File: src/sv/rasr_pkg.sv
package rasr_pkg;

  localparam int OperandWidth = 32;
  localparam int MagWidth     = 64;

  typedef enum logic [1:0] {
    FUNC_ADD     = 2'd0,
    FUNC_SUB     = 2'd1,
    FUNC_ADD_INT = 2'd2,
    FUNC_RSVD    = 2'd3
  } func_e;

  typedef enum logic [3:0] {
    ST_IDLE,
    ST_MUL_A,
    ST_MUL_B,
    ST_SUM,
    ST_GCD_CHK,
    ST_GCD_DIV,
    ST_RED_N,
    ST_RED_D,
    ST_QUOT,
    ST_OUT
  } state_e;

  // Divider operand selection
  typedef enum logic [1:0] {
    DIV_GCD,
    DIV_RED_N,
    DIV_RED_D,
    DIV_QUOT
  } div_sel_e;

  typedef struct packed {
    logic     load;
    logic     mul_a;
    logic     mul_b;
    logic     sum;
    logic     div_start;
    div_sel_e div_sel;
    logic     gcd_step;
    logic     red_n;
    logic     red_d;
    logic     quot;
    logic     out_load;
  } cmd_t;

  typedef struct packed {
    logic den_err;
    logic gcd_done;
    logic div_busy;
  } status_t;

endpackage

File: src/sv/rasr_ctrl.sv
module rasr_ctrl
  import rasr_pkg::*;
(
  input  logic    clk_i,
  input  logic    rst_ni,
  input  logic    in_valid_i,
  output logic    in_ready_o,
  output logic    out_valid_o,
  input  logic    out_ready_i,
  input  status_t status_i,
  output cmd_t    cmd_o
);

  state_e state_q, state_d;
  logic   ov_q, ov_d;
  logic   started_q, started_d;

  always_comb begin
    state_d   = state_q;
    started_d = 1'b0;
    unique case (state_q)
      ST_IDLE:    if (in_valid_i) state_d = ST_MUL_A;
      ST_MUL_A:   state_d = status_i.den_err ? ST_OUT : ST_MUL_B;
      ST_MUL_B:   state_d = ST_SUM;
      ST_SUM:     state_d = ST_GCD_CHK;
      ST_GCD_CHK: state_d = status_i.gcd_done ? ST_RED_N : ST_GCD_DIV;
      ST_GCD_DIV: begin
        started_d = 1'b1;
        if (started_q && !status_i.div_busy) state_d = ST_GCD_CHK;
      end
      ST_RED_N: begin
        started_d = 1'b1;
        if (started_q && !status_i.div_busy) state_d = ST_RED_D;
      end
      ST_RED_D: begin
        started_d = 1'b1;
        if (started_q && !status_i.div_busy) state_d = ST_QUOT;
      end
      ST_QUOT: begin
        started_d = 1'b1;
        if (started_q && !status_i.div_busy) state_d = ST_OUT;
      end
      ST_OUT:     if (!ov_q || out_ready_i) state_d = ST_IDLE;
      default:    state_d = ST_IDLE;
    endcase
  end

  always_comb begin
    cmd_o         = '0;
    cmd_o.div_sel = DIV_GCD;
    in_ready_o    = 1'b0;
    unique case (state_q)
      ST_IDLE: begin
        in_ready_o = 1'b1;
        cmd_o.load = in_valid_i;
      end
      ST_MUL_A: cmd_o.mul_a = 1'b1;
      ST_MUL_B: cmd_o.mul_b = 1'b1;
      ST_SUM:   cmd_o.sum   = 1'b1;
      ST_GCD_DIV: begin
        cmd_o.div_sel   = DIV_GCD;
        cmd_o.div_start = !started_q;
        cmd_o.gcd_step  = started_q && !status_i.div_busy;
      end
      ST_RED_N: begin
        cmd_o.div_sel   = DIV_RED_N;
        cmd_o.div_start = !started_q;
        cmd_o.red_n     = started_q && !status_i.div_busy;
      end
      ST_RED_D: begin
        cmd_o.div_sel   = DIV_RED_D;
        cmd_o.div_start = !started_q;
        cmd_o.red_d     = started_q && !status_i.div_busy;
      end
      ST_QUOT: begin
        cmd_o.div_sel   = DIV_QUOT;
        cmd_o.div_start = !started_q;
        cmd_o.quot      = started_q && !status_i.div_busy;
      end
      ST_OUT:   cmd_o.out_load = !ov_q || out_ready_i;
      default:  cmd_o = '0;
    endcase
  end

  // Output register: hold until taken, load while the old one drains.
  always_comb begin
    ov_d = ov_q;
    if (out_ready_i) ov_d = 1'b0;
    if (cmd_o.out_load) ov_d = 1'b1;
  end

  always_ff @(posedge clk_i or negedge rst_ni) begin
    if (!rst_ni) begin
      state_q   <= ST_IDLE;
      ov_q      <= 1'b0;
      started_q <= 1'b0;
    end else begin
      state_q   <= state_d;
      ov_q      <= ov_d;
      started_q <= started_d && (state_d == state_q);
    end
  end

  assign out_valid_o = ov_q;

endmodule

File: config.mk
export PLATFORM = sky130hd
export DESIGN_NAME = rasr_ctrl
export DESIGN_NICKNAME = d
export VERILOG_FILES = /design/src/sv/rasr_pkg.sv /design/src/sv/rasr_ctrl.sv
export SDC_FILE = /design/constraint.sdc
export NUM_CORES = 1
export LEC_CHECK = 0
export BUFFER_PORTS_ARGS = -buffer_cell sky130_fd_sc_hd__buf_2
export CORE_AREA = 3 3 40 42
export DETAILED_ROUTE_END_ITERATION = 12
export DIE_AREA = 0 0 43 45
export PLACE_DENSITY = 0.73
export SYNTH_ARGS = -nofsm -noshare
export SYNTH_HDL_FRONTEND = slang
export SYNTH_SLANG_ARGS = --single-unit
File: constraint.sdc
create_clock -name clk_i -period 2.5 [get_ports clk_i]
set_input_delay 0.5 -clock clk_i [delete_from_list [all_inputs] [get_ports clk_i]]
set_output_delay 0.5 -clock clk_i [all_outputs]
set_load 0.03 [all_outputs]
After elaboration in Yosys (flattened, before gate mapping)

Cells that the tools add are included.

Bitwise gates (word level): 0
Shifts and indexed selects: 0
Equality and inequality tests: 10
Reduce and logical (&&, ||, !) cells: 9
$lt $le $gt $ge: 0
Multiplexer cells: 23
Divide/modulo/power cells: 0
$add $sub $neg: 0
$mul: 0

Operators with widths:

| cell               | number |
|---|---|
| $pmux 4 s10        | 1 |
| $mux 4             | 7 |
| $eq 4x3->1 const B | 4 |
| $mux 1             | 13 |
| $pmux 3 s4         | 1 |
| $eq 4x2->1 const B | 2 |
| $eq 4x4->1 const B | 2 |
| $eq 4x1->1 const B | 1 |
| $eq 4x4->1         | 1 |
| $logic_not 4->1    | 1 |
| $reduce_or 4->1    | 1 |
| $logic_not 1->1    | 3 |
| $logic_and 1x1->1  | 2 |
| $mux 2             | 1 |
| $reduce_bool 2->1  | 1 |
| $logic_or 1x1->1   | 1 |

Bits in latches: 0
Word-level logic and storage cells: 45
Register bits after elaboration: 6
Bits in writable memories: 0
Memory bits (read-only): 0
Bits of input ports: 7
Memories: 0

Depth between registers and ports, before layout

Gate-level depths: netlist (run 1).

Depth after elaboration: 6
Mapped depth: 5

Worst setup path after synthesis (run 1)

No wires, ideal clock.

Path type: register to output
Start point: reg state_q[2]
End point: out cmd_o[7] in the netlist's numbering
Arrival: 1526 ps
Cell stages (with the launch flop): 3
Slack: 474 ps
Buffers on the path: 0
Cells stage by stage: dfrtp_1 > or4b_1 > a21oi_1

RTL lines:

| element                | line            | text |
|---|---|---|
| from (decl)            | rasr_ctrl.sv:14 | `state_e state_q, state_d;` |
| from (signal assigned) | rasr_ctrl.sv:98 | `state_q <= state_d;` |
| to (decl)              | rasr_ctrl.sv:11 | `output cmd_t cmd_o` |

==> impl_metrics.csv, run 1 <==
group,metric,value,unit
status,status,"complete, no violations",
sta,fin_crit_sh,90.4,%
cts,hold_buffers,0,
cts,postCtsSetupRepairBufs,0,
sta,setup_viol,0,
critical_path,start_kind,"flip-flop",
route,dr.pass1.iters,4,
cts,htree_levels,1,
grt,grtUsageTotal,13.6,%
cells_and_area,insertedDiodeCount,0,
sta,slew_violations,0,
grt,antenna_found_initial,0,
critical_path,cp.arrival,1.76,ns
placed_design,placed_cell_area,612,um^2
die,io_pins,21,
job,drv_cap,0,
yosys,ys_types,29,
sta,finalSetupTns,0,ns
critical_path,cp-end-kind,"output port",
cts,cts-root-buf,"clkbuf_4",
critical_path,cp_max_fo,13,
die,dieArea,1940,um^2
yosys,yosys_warnings,0,
cts,postCtsResizedCells,0,
route,drt_drc_violations_left,0,
grt,grt_pass1_wl,1.97,mm
hold_path,hold_path.class,"input pin to async pin",
sta,fin_crit,2.26,ns
sta,tightestPinTransition,0.421,ns
cells_and_area,final_common_cell,"buf_2",
cells_and_area,final_cell_area,634,um^2
cts,cts_made_buffers,3,
critical_path,cp_data_required_time,2.00,ns
grt,grt_pass1_vias,457,
die,die_width,43,um
cells_and_area,nets,91,
yosys,ys_seq_area_share,29.0,%
placed_design,gp_congestion,0.878,
sta,hold_viol,0,
cts,cts_tree,"yes",
cells_and_area,layout_common_cells,"20 x buf_2, 10 x nor2_1, 7 x nor2b_1",
cts,clk_latency,0.24,ns
route,drt_iter0_markers,12,
cells_and_area,fill_cells,118,
critical_path,criticalPathCategory,"flip-flop to output port",
cells_and_area,syn_to_final_growth,22.5,%
cts,worst_setup_hold_path_clk_slew,0.04,ns
cells_and_area,drive_gt1_share,36.6,%
route,route.vias.total,505,
sta,max_freq,443,MHz
yosys,syn_nets,69,
placed_design,dp_hpwl,909,um
placed_design,port_buffers,20,
sta,rsz0062_at_grt,"false",
grt,grt_start_max_net_pins,15,
placed_design,post-place-cells,94,
sta,slew_headroom,71.9,%
cts,clock-sinks,6,
yosys,synth_cells,62,
route,vias_per_cell,5.21,
grt,grt-ovfl-total,0,
cts,clockBufferDepth,2,
die,row_count,13,
die,dieHeight,45,um
yosys,ys_seq_elements,6,
power_and_ir_drop,p_leak,0.318,nW
yosys,syn_avg_cell_area,8.35,um^2
route,postRouteAntennaNets,0,
die,start_util,40.3,%
power_and_ir_drop,power_density,1240,nW/um^2
route,finalWirelength,1.16,mm
die,coreArea,1280,um^2
route,wl_per_cell,11.9,um
yosys,netlist_area,518,um^2
power_and_ir_drop,vdd_drop_max,0.711,mV
cells_and_area,final_cells,97,
power_and_ir_drop,p_total,0.784,mW
sta,fin_skew,0.000285,ns
worst max-delay path, stage by stage, from the launching register on:
cell and delay (ns):
dfrtp_1 0.59, or4b_1 0.57, a21oi_1 0.15, buf_2 0.20
metrics by stage:
step	setup WS, ns	hold WS [ns]	utilization (%)
after floorplan	0.474	0.204	-
after global placement	0.536	0.326	47.6
after detailed placement	0.519	0.330	47.6
after CTS	0.247	0.0686	49.4
after global routing	0.0884	0.0664	49.4
final	0.241	0.0702	49.4
cell usage after synthesis:
cell	instances	area, um^2
nor3_1	4	20.0
nor4bb_1	1	10.0
nor4_4	1	21.3
o21ai_0	2	10.0
o21ai_1	1	5.00
a2bb2oi_1	1	8.76
a21oi_1	4	20.0
o21ai_2	1	8.76
or2_2	1	6.26
a22o_1	1	8.76
nor2_1	10	37.5
buf_2	2	10.0
and2_1	1	6.26
nand2_1	2	7.51
a211oi_1	1	7.51
or3_1	1	6.26
o31ai_1	1	7.51
a211oi_2	1	12.5
dfrtp_1	6	150
inv_1	1	3.75
or3b_1	1	8.76
o31ai_2	1	12.5
buf_6	2	22.5
buf_4	1	7.51
mux2i_1	1	10.0
a32o_1	1	10.0
nor2b_1	7	43.8
or4b_1	1	10.0
nand2b_1	4	25.0
power by group:
part           switching (mW)  leakage (nW)  internal [mW]
combinational           0.304         0.231          0.185
sequential             0.0753        0.0734          0.132
clock                  0.0335        0.0138         0.0542
cell type report:
cell class	instances	area, um^2	share of cell area, %
clock buffers	3	22.5	3.55
repair buffers	22	115	18.1
inverters	1	3.75	0.592
flip-flops and latches	6	150	23.7
multi-input cells	50	324	51.1
well taps	15	18.8	2.96
routing by layer:
metal / part of all wire, % / track usage, % / up-vias
met2: 46 / 22.5 / 16
li1: - / - / 258
met5: 0 / 0 / -
met4: 0 / 1.81 / 0
met1: 45 / 17.0 / 231
met3: 8.6 / 5.98 / 0
logic make-up after synthesis:
kind of cell | after synthesis | share of synthesized area (%)
AO/OA/AOI/OAI | 15 | 21.5
flip-flops | 6 | 29.0
multiplexers | 1 | 1.93
buffers and inverters | 6 | 8.45
AND/OR/NAND/NOR | 34 | 39.1
path summary, 6_finish.rpt:
| path | from | end | slack (ns) | cells after the start |
|---|---|---|---|---|
| setup / recovery | state_q[3] | cmd_o[7] | 0.24 | 3 |
| hold / removal | rst_ni | state_q[0] | 0.07 | 1 |
| setup reg to reg | state_q[0] | started_q | 0.88 | 4 |
| hold reg to reg | started_q | state_q[2] | 0.66 | 3 |
| max in group asynchronous | rst_ni | out_valid_o | 2.29 | 1 |
| min in group clk_i | status_i[2] | state_q[1] | 0.61 | 4 |
flip-flops by register name (all words and copies together) (netlist names):
| register | cells |
|---|---|
| started_q | 1 |
| state_q | 4 |
| out_valid_o | 1 |
No activity file was read; power rests on OpenSTA's default activity.
==> run 2: changes to the inputs <==
Settings changed: PLACE_DENSITY 0.73 to 0.75.
Clock period 2.5 ns to 2.05 ns, I/O delays scaled along.
==> impl_metrics.csv, run 2 (same netlist as run 1, synthesis figures left out) <==
group,metric,value,unit
status,status,"complete, no violations",
cells_and_area,syn_to_final_growth,32.6,%
sta,max_freq,504,MHz
critical_path,worstReg2RegEnd,"state_q[0]",
hold_path,hold_path.class,"input pin to async pin",
route,route.vias.total,546,
critical_path,cp.arrival,1.58,ns
die,io_pins,21,
sta,slew_headroom,82.2,%
route,finalWirelength,1.35,mm
critical_path,critPathLaunch,"state_q[2]",
critical_path,slowest_stage,"or4b_4",
critical_path,cp_max_fo,5,
critical_path,criticalPathCategory,"flip-flop to output port",
cts,clock-sinks,6,
sta,setup_ws,0.0649,ns
die,die_width,43,um
cts,clk_latency,0.25,ns
placed_design,gp_congestion,0.864,
cts,postCtsSetupRepairBufs,0,
route,vias_per_cell,5.35,
grt,grtUsageTotal,16.0,%
route,drt_drc_violations_left,0,
die,row_count,13,
placed_design,placed_cell_area,642,um^2
cts,cts-root-buf,"clkbuf_4",
route,wl_per_cell,13.2,um
cells_and_area,fill_cells,133,
sta,rsz0062_at_grt,"true",
cts,cts_tree,"yes",
grt,grt_start_max_net_pins,15,
sta,whs,0.515,ns
cts,cts_made_buffers,3,
cells_and_area,nets,96,
sta,hold_viol,0,
die,start_util,40.3,%
cells_and_area,largest_reg_flops,4,
power_and_ir_drop,power_frac_clock,10.7,%
power_and_ir_drop,p_int,0.491,mW
critical_path,crit_path_cell_trace,"or4b_4 > a21oi_1 > buf_2",
critical_path,start_kind,"flip-flop",
cells_and_area,max_flop_register,"state_q",
power_and_ir_drop,power_frac_seq,18.5,%
cts,clockBufferDepth,2,
critical_path,cp-end-kind,"output port",
critical_path,reg2reg_slack,0.42,ns
cells_and_area,insertedDiodeCount,0,
job,drv_cap,0,
power_and_ir_drop,swShare,51.9,%
power_and_ir_drop,power_density,1490,nW/um^2
placed_design,dp_slack,0.300,ns
critical_path,ff2ff_path_depth,6,
grt,grt_pass1_vias,497,
critical_path,cp_data_required_time,1.64,ns
placed_design,port_buffers,20,
sta,tightestPinTransition,0.264,ns
critical_path,cp_slowest_stage_delay,0.58,ns
sta,fin_crit,1.99,ns
power_and_ir_drop,vdd_drop_max,0.593,mV
sta,fin_crit_sh,96.8,%
cells_and_area,drive_gt1_share,42.5,%
grt,antenna_found_initial,0,
die,dieArea,1940,um^2
critical_path,crit_end,"cmd_o[7]",
route,postRouteAntennaNets,0,
placed_design,dp_hpwl,962,um
power_and_ir_drop,combPwrFrac,70.8,%
cells_and_area,final_cell_area,687,um^2
die,dieHeight,45,um
grt,grt-ovfl-total,0,
cts,htree_levels,1,
route,drt_iter0_markers,8,
die,coreArea,1280,um^2
sta,slew_violations,0,
sta,setup_viol,0,
critical_path,timing.rr.start,"state_q[3]",
route,dr.pass1.iters,4,
sta,fin_skew,0.00552,ns
cells_and_area,final_common_cell,"buf_2",
power_and_ir_drop,p_leak,0.346,nW
cts,worst_setup_hold_path_clk_slew,0.05,ns
grt,grt_pass1_wl,2.25,mm
cells_and_area,layout_common_cells,"20 x buf_2, 10 x nor2_1, 6 x nor2b_1, 6 x dfrtp_1, 6 x buf_4",
power_and_ir_drop,power.switching,0.530,mW
-- run 2: cell count changes in the layout (fill, tap and decap cells not counted), sizes merged --
cell	delta
dlygate4sd3	+1
buf	+4
-- run 2: worst max-delay path: cells and delay by family (launching register included) --
| kind | cells | cell delay, ns |
|---|---|---|
| buffers and inverters | 1 | 0.22 |
| AOI/OAI and AO/OA | 1 | 0.16 |
| and+or+nand+nor | 1 | 0.58 |
| DFF | 1 | 0.38 |
-- run 2: stage by stage --
step	cells	setup TNS [ns]	util, %	total power, mW
after detailed placement	98	0	50.0	0.894
after CTS	102	0	52.5	1.01
after global placement	98	0	50.0	0.880
after global routing	102	-0.0155	53.5	1.11
final	102	0	53.5	1.02
after floorplan	62	0	-	0.734
-- run 2: what timing repair did --
action                                  4_1_cts  5_1_grt
resized for setup                             0        3
hold buffers                                  1        0
endpoints found under the setup margin        0        4
endpoints found under the hold margin         6        0
-- run 2: layout make-up --
cell class / count / area, um^2 / share of cell area (%)
flip-flops and latches: 6 / 150 / 21.9
well taps: 15 / 18.8 / 2.73
repair buffers: 27 / 155 / 22.6
multi-input cells: 50 / 337 / 49.0
clock buffers: 3 / 22.5 / 3.28
inverters: 1 / 3.75 / 0.546
-- run 2: how the worst min path moves through the flow --
| stage | slack [ns] | endpoint | cells past startpoint |
|---|---|---|---|
| 2_1_floorplan | 0.11 | out_valid_o | 0 |
| 3_3_place_gp | 0.24 | started_q | 1 |
| 3_5_place_dp | 0.24 | started_q | 1 |
| 4_1_cts | 0.50 | out_valid_o | 2 |
| 5_1_grt | 0.53 | out_valid_o | 2 |
| 6_report | 0.52 | state_q[3] | 2 |
-- run 2: power by group through the flow --
| stage | Combinational [mW] | Sequential, mW | Clock, mW |
|---|---|---|---|
| 2_1_floorplan | 0.537 | 0.197 | 0 |
| 3_3_place_gp | 0.695 | 0.185 | 0 |
| 3_5_place_dp | 0.707 | 0.187 | 0 |
| 4_1_cts | 0.713 | 0.185 | 0.116 |
| 5_1_grt | 0.792 | 0.193 | 0.122 |
| 6_report | 0.723 | 0.189 | 0.109 |
-- run 2: layer usage --
layer	track usage, %	vias up	part of all wire (%)
met3	5.18	2	7.9
met4	9.04	0	0.74
met5	0	-	0
li1	-	271	-
met2	22.5	21	48
met1	21.6	252	43
==> run 3: changes to the inputs <==
Settings changed: RECOVER_POWER set to 100.
==> impl_metrics.csv, run 3 (same netlist as run 1, synthesis figures left out) <==
group,metric,value,unit
status,status,"complete, no violations",
cts,clk_latency,0.25,ns
cells_and_area,layout_common_cells,"18 x buf_2, 10 x nor2_1, 6 x nor2b_1, 6 x dfrtp_1, 6 x buf_4",
cells_and_area,final_cell_area,684,um^2
power_and_ir_drop,p_leak,0.339,nW
cells_and_area,nets,96,
cells_and_area,insertedDiodeCount,0,
critical_path,worst-path-buf-inv,1,
grt,grt-ovfl-total,0,
cts,worst_setup_hold_path_clk_slew,0.05,ns
die,start_util,40.3,%
die,coreArea,1280,um^2
cells_and_area,final_common_cell,"buf_2",
sta,slew_violations,0,
cells_and_area,regArea,150,um^2
sta,tightestPinTransition,0.369,ns
placed_design,port_buffers,20,
sta,fin_crit,1.98,ns
cts,cts_made_buffers,3,
sta,rsz0062_at_grt,"true",
cts,postCtsSetupRepairBufs,0,
critical_path,slowest_stage,"or4b_4",
placed_design,gp_congestion,0.864,
sta,hold_viol,0,
grt,grt_pass1_wl,2.25,mm
power_and_ir_drop,vdd_drop_max,0.593,mV
critical_path,criticalPathCategory,"flip-flop to output port",
route,drt_iter0_markers,8,
route,wl_per_cell,13.1,um
die,dieHeight,45,um
cells_and_area,final_cells,102,
die,io_pins,21,
placed_design,dp_hpwl,962,um
grt,grt_pass1_vias,497,
cts,clockBufferDepth,2,
critical_path,cp_max_fo,5,
route,postRouteAntennaNets,0,
die,die_width,43,um
cts,cts-root-buf,"clkbuf_4",
route,dr.pass1.iters,2,
cts,clock-sinks,6,
placed_design,post-place-cells,98,
placed_design,placed_cell_area,642,um^2
grt,grt_start_max_net_pins,15,
critical_path,crit_path_cell_trace,"or4b_4 > a21oi_1 > buf_2",
hold_path,hold_path.class,"input pin to flip-flop",
cells_and_area,largest_reg_flops,4,
sta,fin_skew,0.00577,ns
die,row_count,13,
cells_and_area,syn_to_final_growth,32.1,%
critical_path,critPathTopFamily,"simple AND/OR/NAND/NOR gates",
cells_and_area,multi_input_area,337,um^2
route,finalWirelength,1.34,mm
critical_path,cp_data_required_time,1.64,ns
sta,max_freq,504,MHz
critical_path,cp.arrival,1.57,ns
cells_and_area,drive_gt1_share,40.2,%
cts,cts_tree,"yes",
sta,fin_crit_sh,96.7,%
sta,setup_viol,0,
critical_path,cp_slowest_stage_delay,0.58,ns
cells_and_area,max_flop_register,"state_q",
sta,slew_headroom,75.5,%
grt,grtUsageTotal,16.0,%
sta,whs,0.530,ns
job,drv_cap,0,
die,dieArea,1940,um^2
grt,antenna_found_initial,0,
route,vias_per_cell,5.19,
cells_and_area,post-route-util,53.3,%
critical_path,start_kind,"flip-flop",
cts,htree_levels,1,
cells_and_area,fill_cells,133,
power_and_ir_drop,p_total,1.02,mW
route,route.vias.total,529,
route,drt_drc_violations_left,0,
critical_path,cp-end-kind,"output port",
power_and_ir_drop,power_density,1490,nW/um^2
==> run 3: changes by cell type in the layout (fill, tap and decap cells not counted), sizes merged <==
cell	delta
buf	-2
clkbuf	+2
==> run 3: area by class of cell <==
class,count,share of cell area [%]
Inverter,1,0.548
Clock buffer,3,3.29
Sequential cell,6,21.9
Timing Repair Buffer,27,22.3
Tap cell,15,2.74
Multi-Input combinational cell,50,49.2
==> run 3: what timing repair did <==
| item | CTS | global route |
|---|---|---|
| endpoints found under the setup margin | 0 | 4 |
| resized for setup | 0 | 3 |
| hold buffers | 1 | 0 |
| endpoints found under the hold margin | 6 | 0 |
==> run 3: power breakdown <==
part	internal, mW	total [mW]	switching (mW)
combinational	0.262	0.722	0.460
clock	0.0662	0.109	0.0432
sequential	0.162	0.189	0.0267
==> run 3: metrics by stage <==
stage	setup WS, ns	TNS [ns]
3_3_place_gp	0.321	0
5_1_grt	-0.0155	-0.0155
3_5_place_dp	0.300	0
6_report	0.0668	0
4_1_cts	0.0323	0
2_1_floorplan	0.114	0
==> run 3: tightest hold or removal path: stages <==
cell and delay (ns):
buf_2 0.09, o31ai_1 0.07, a21oi_1 0.11, nor2_1 0.05
==> run 3: worst paths after layout <==
kind	start	endpoint	slack (ns)	depth (start not counted)
min in group asynchronous	rst_ni	state_q[3]	0.56	2
setup / recovery	state_q[2]	cmd_o[7]	0.07	3
max in group asynchronous	rst_ni	started_q	1.26	2
hold reg to reg	state_q[3]	state_q[1]	0.66	2
setup reg to reg	state_q[3]	state_q[0]	0.42	6
hold / removal	status_i[2]	state_q[1]	0.53	4
==> run 3: layer usage <==
metal  track usage (%)  wire [um]  share of wire [%]
met5                 0          0                  0
met4              9.04         10               0.75
met3              5.18         90                6.7
met2              22.5        642                 48
met1              21.6        596                 45
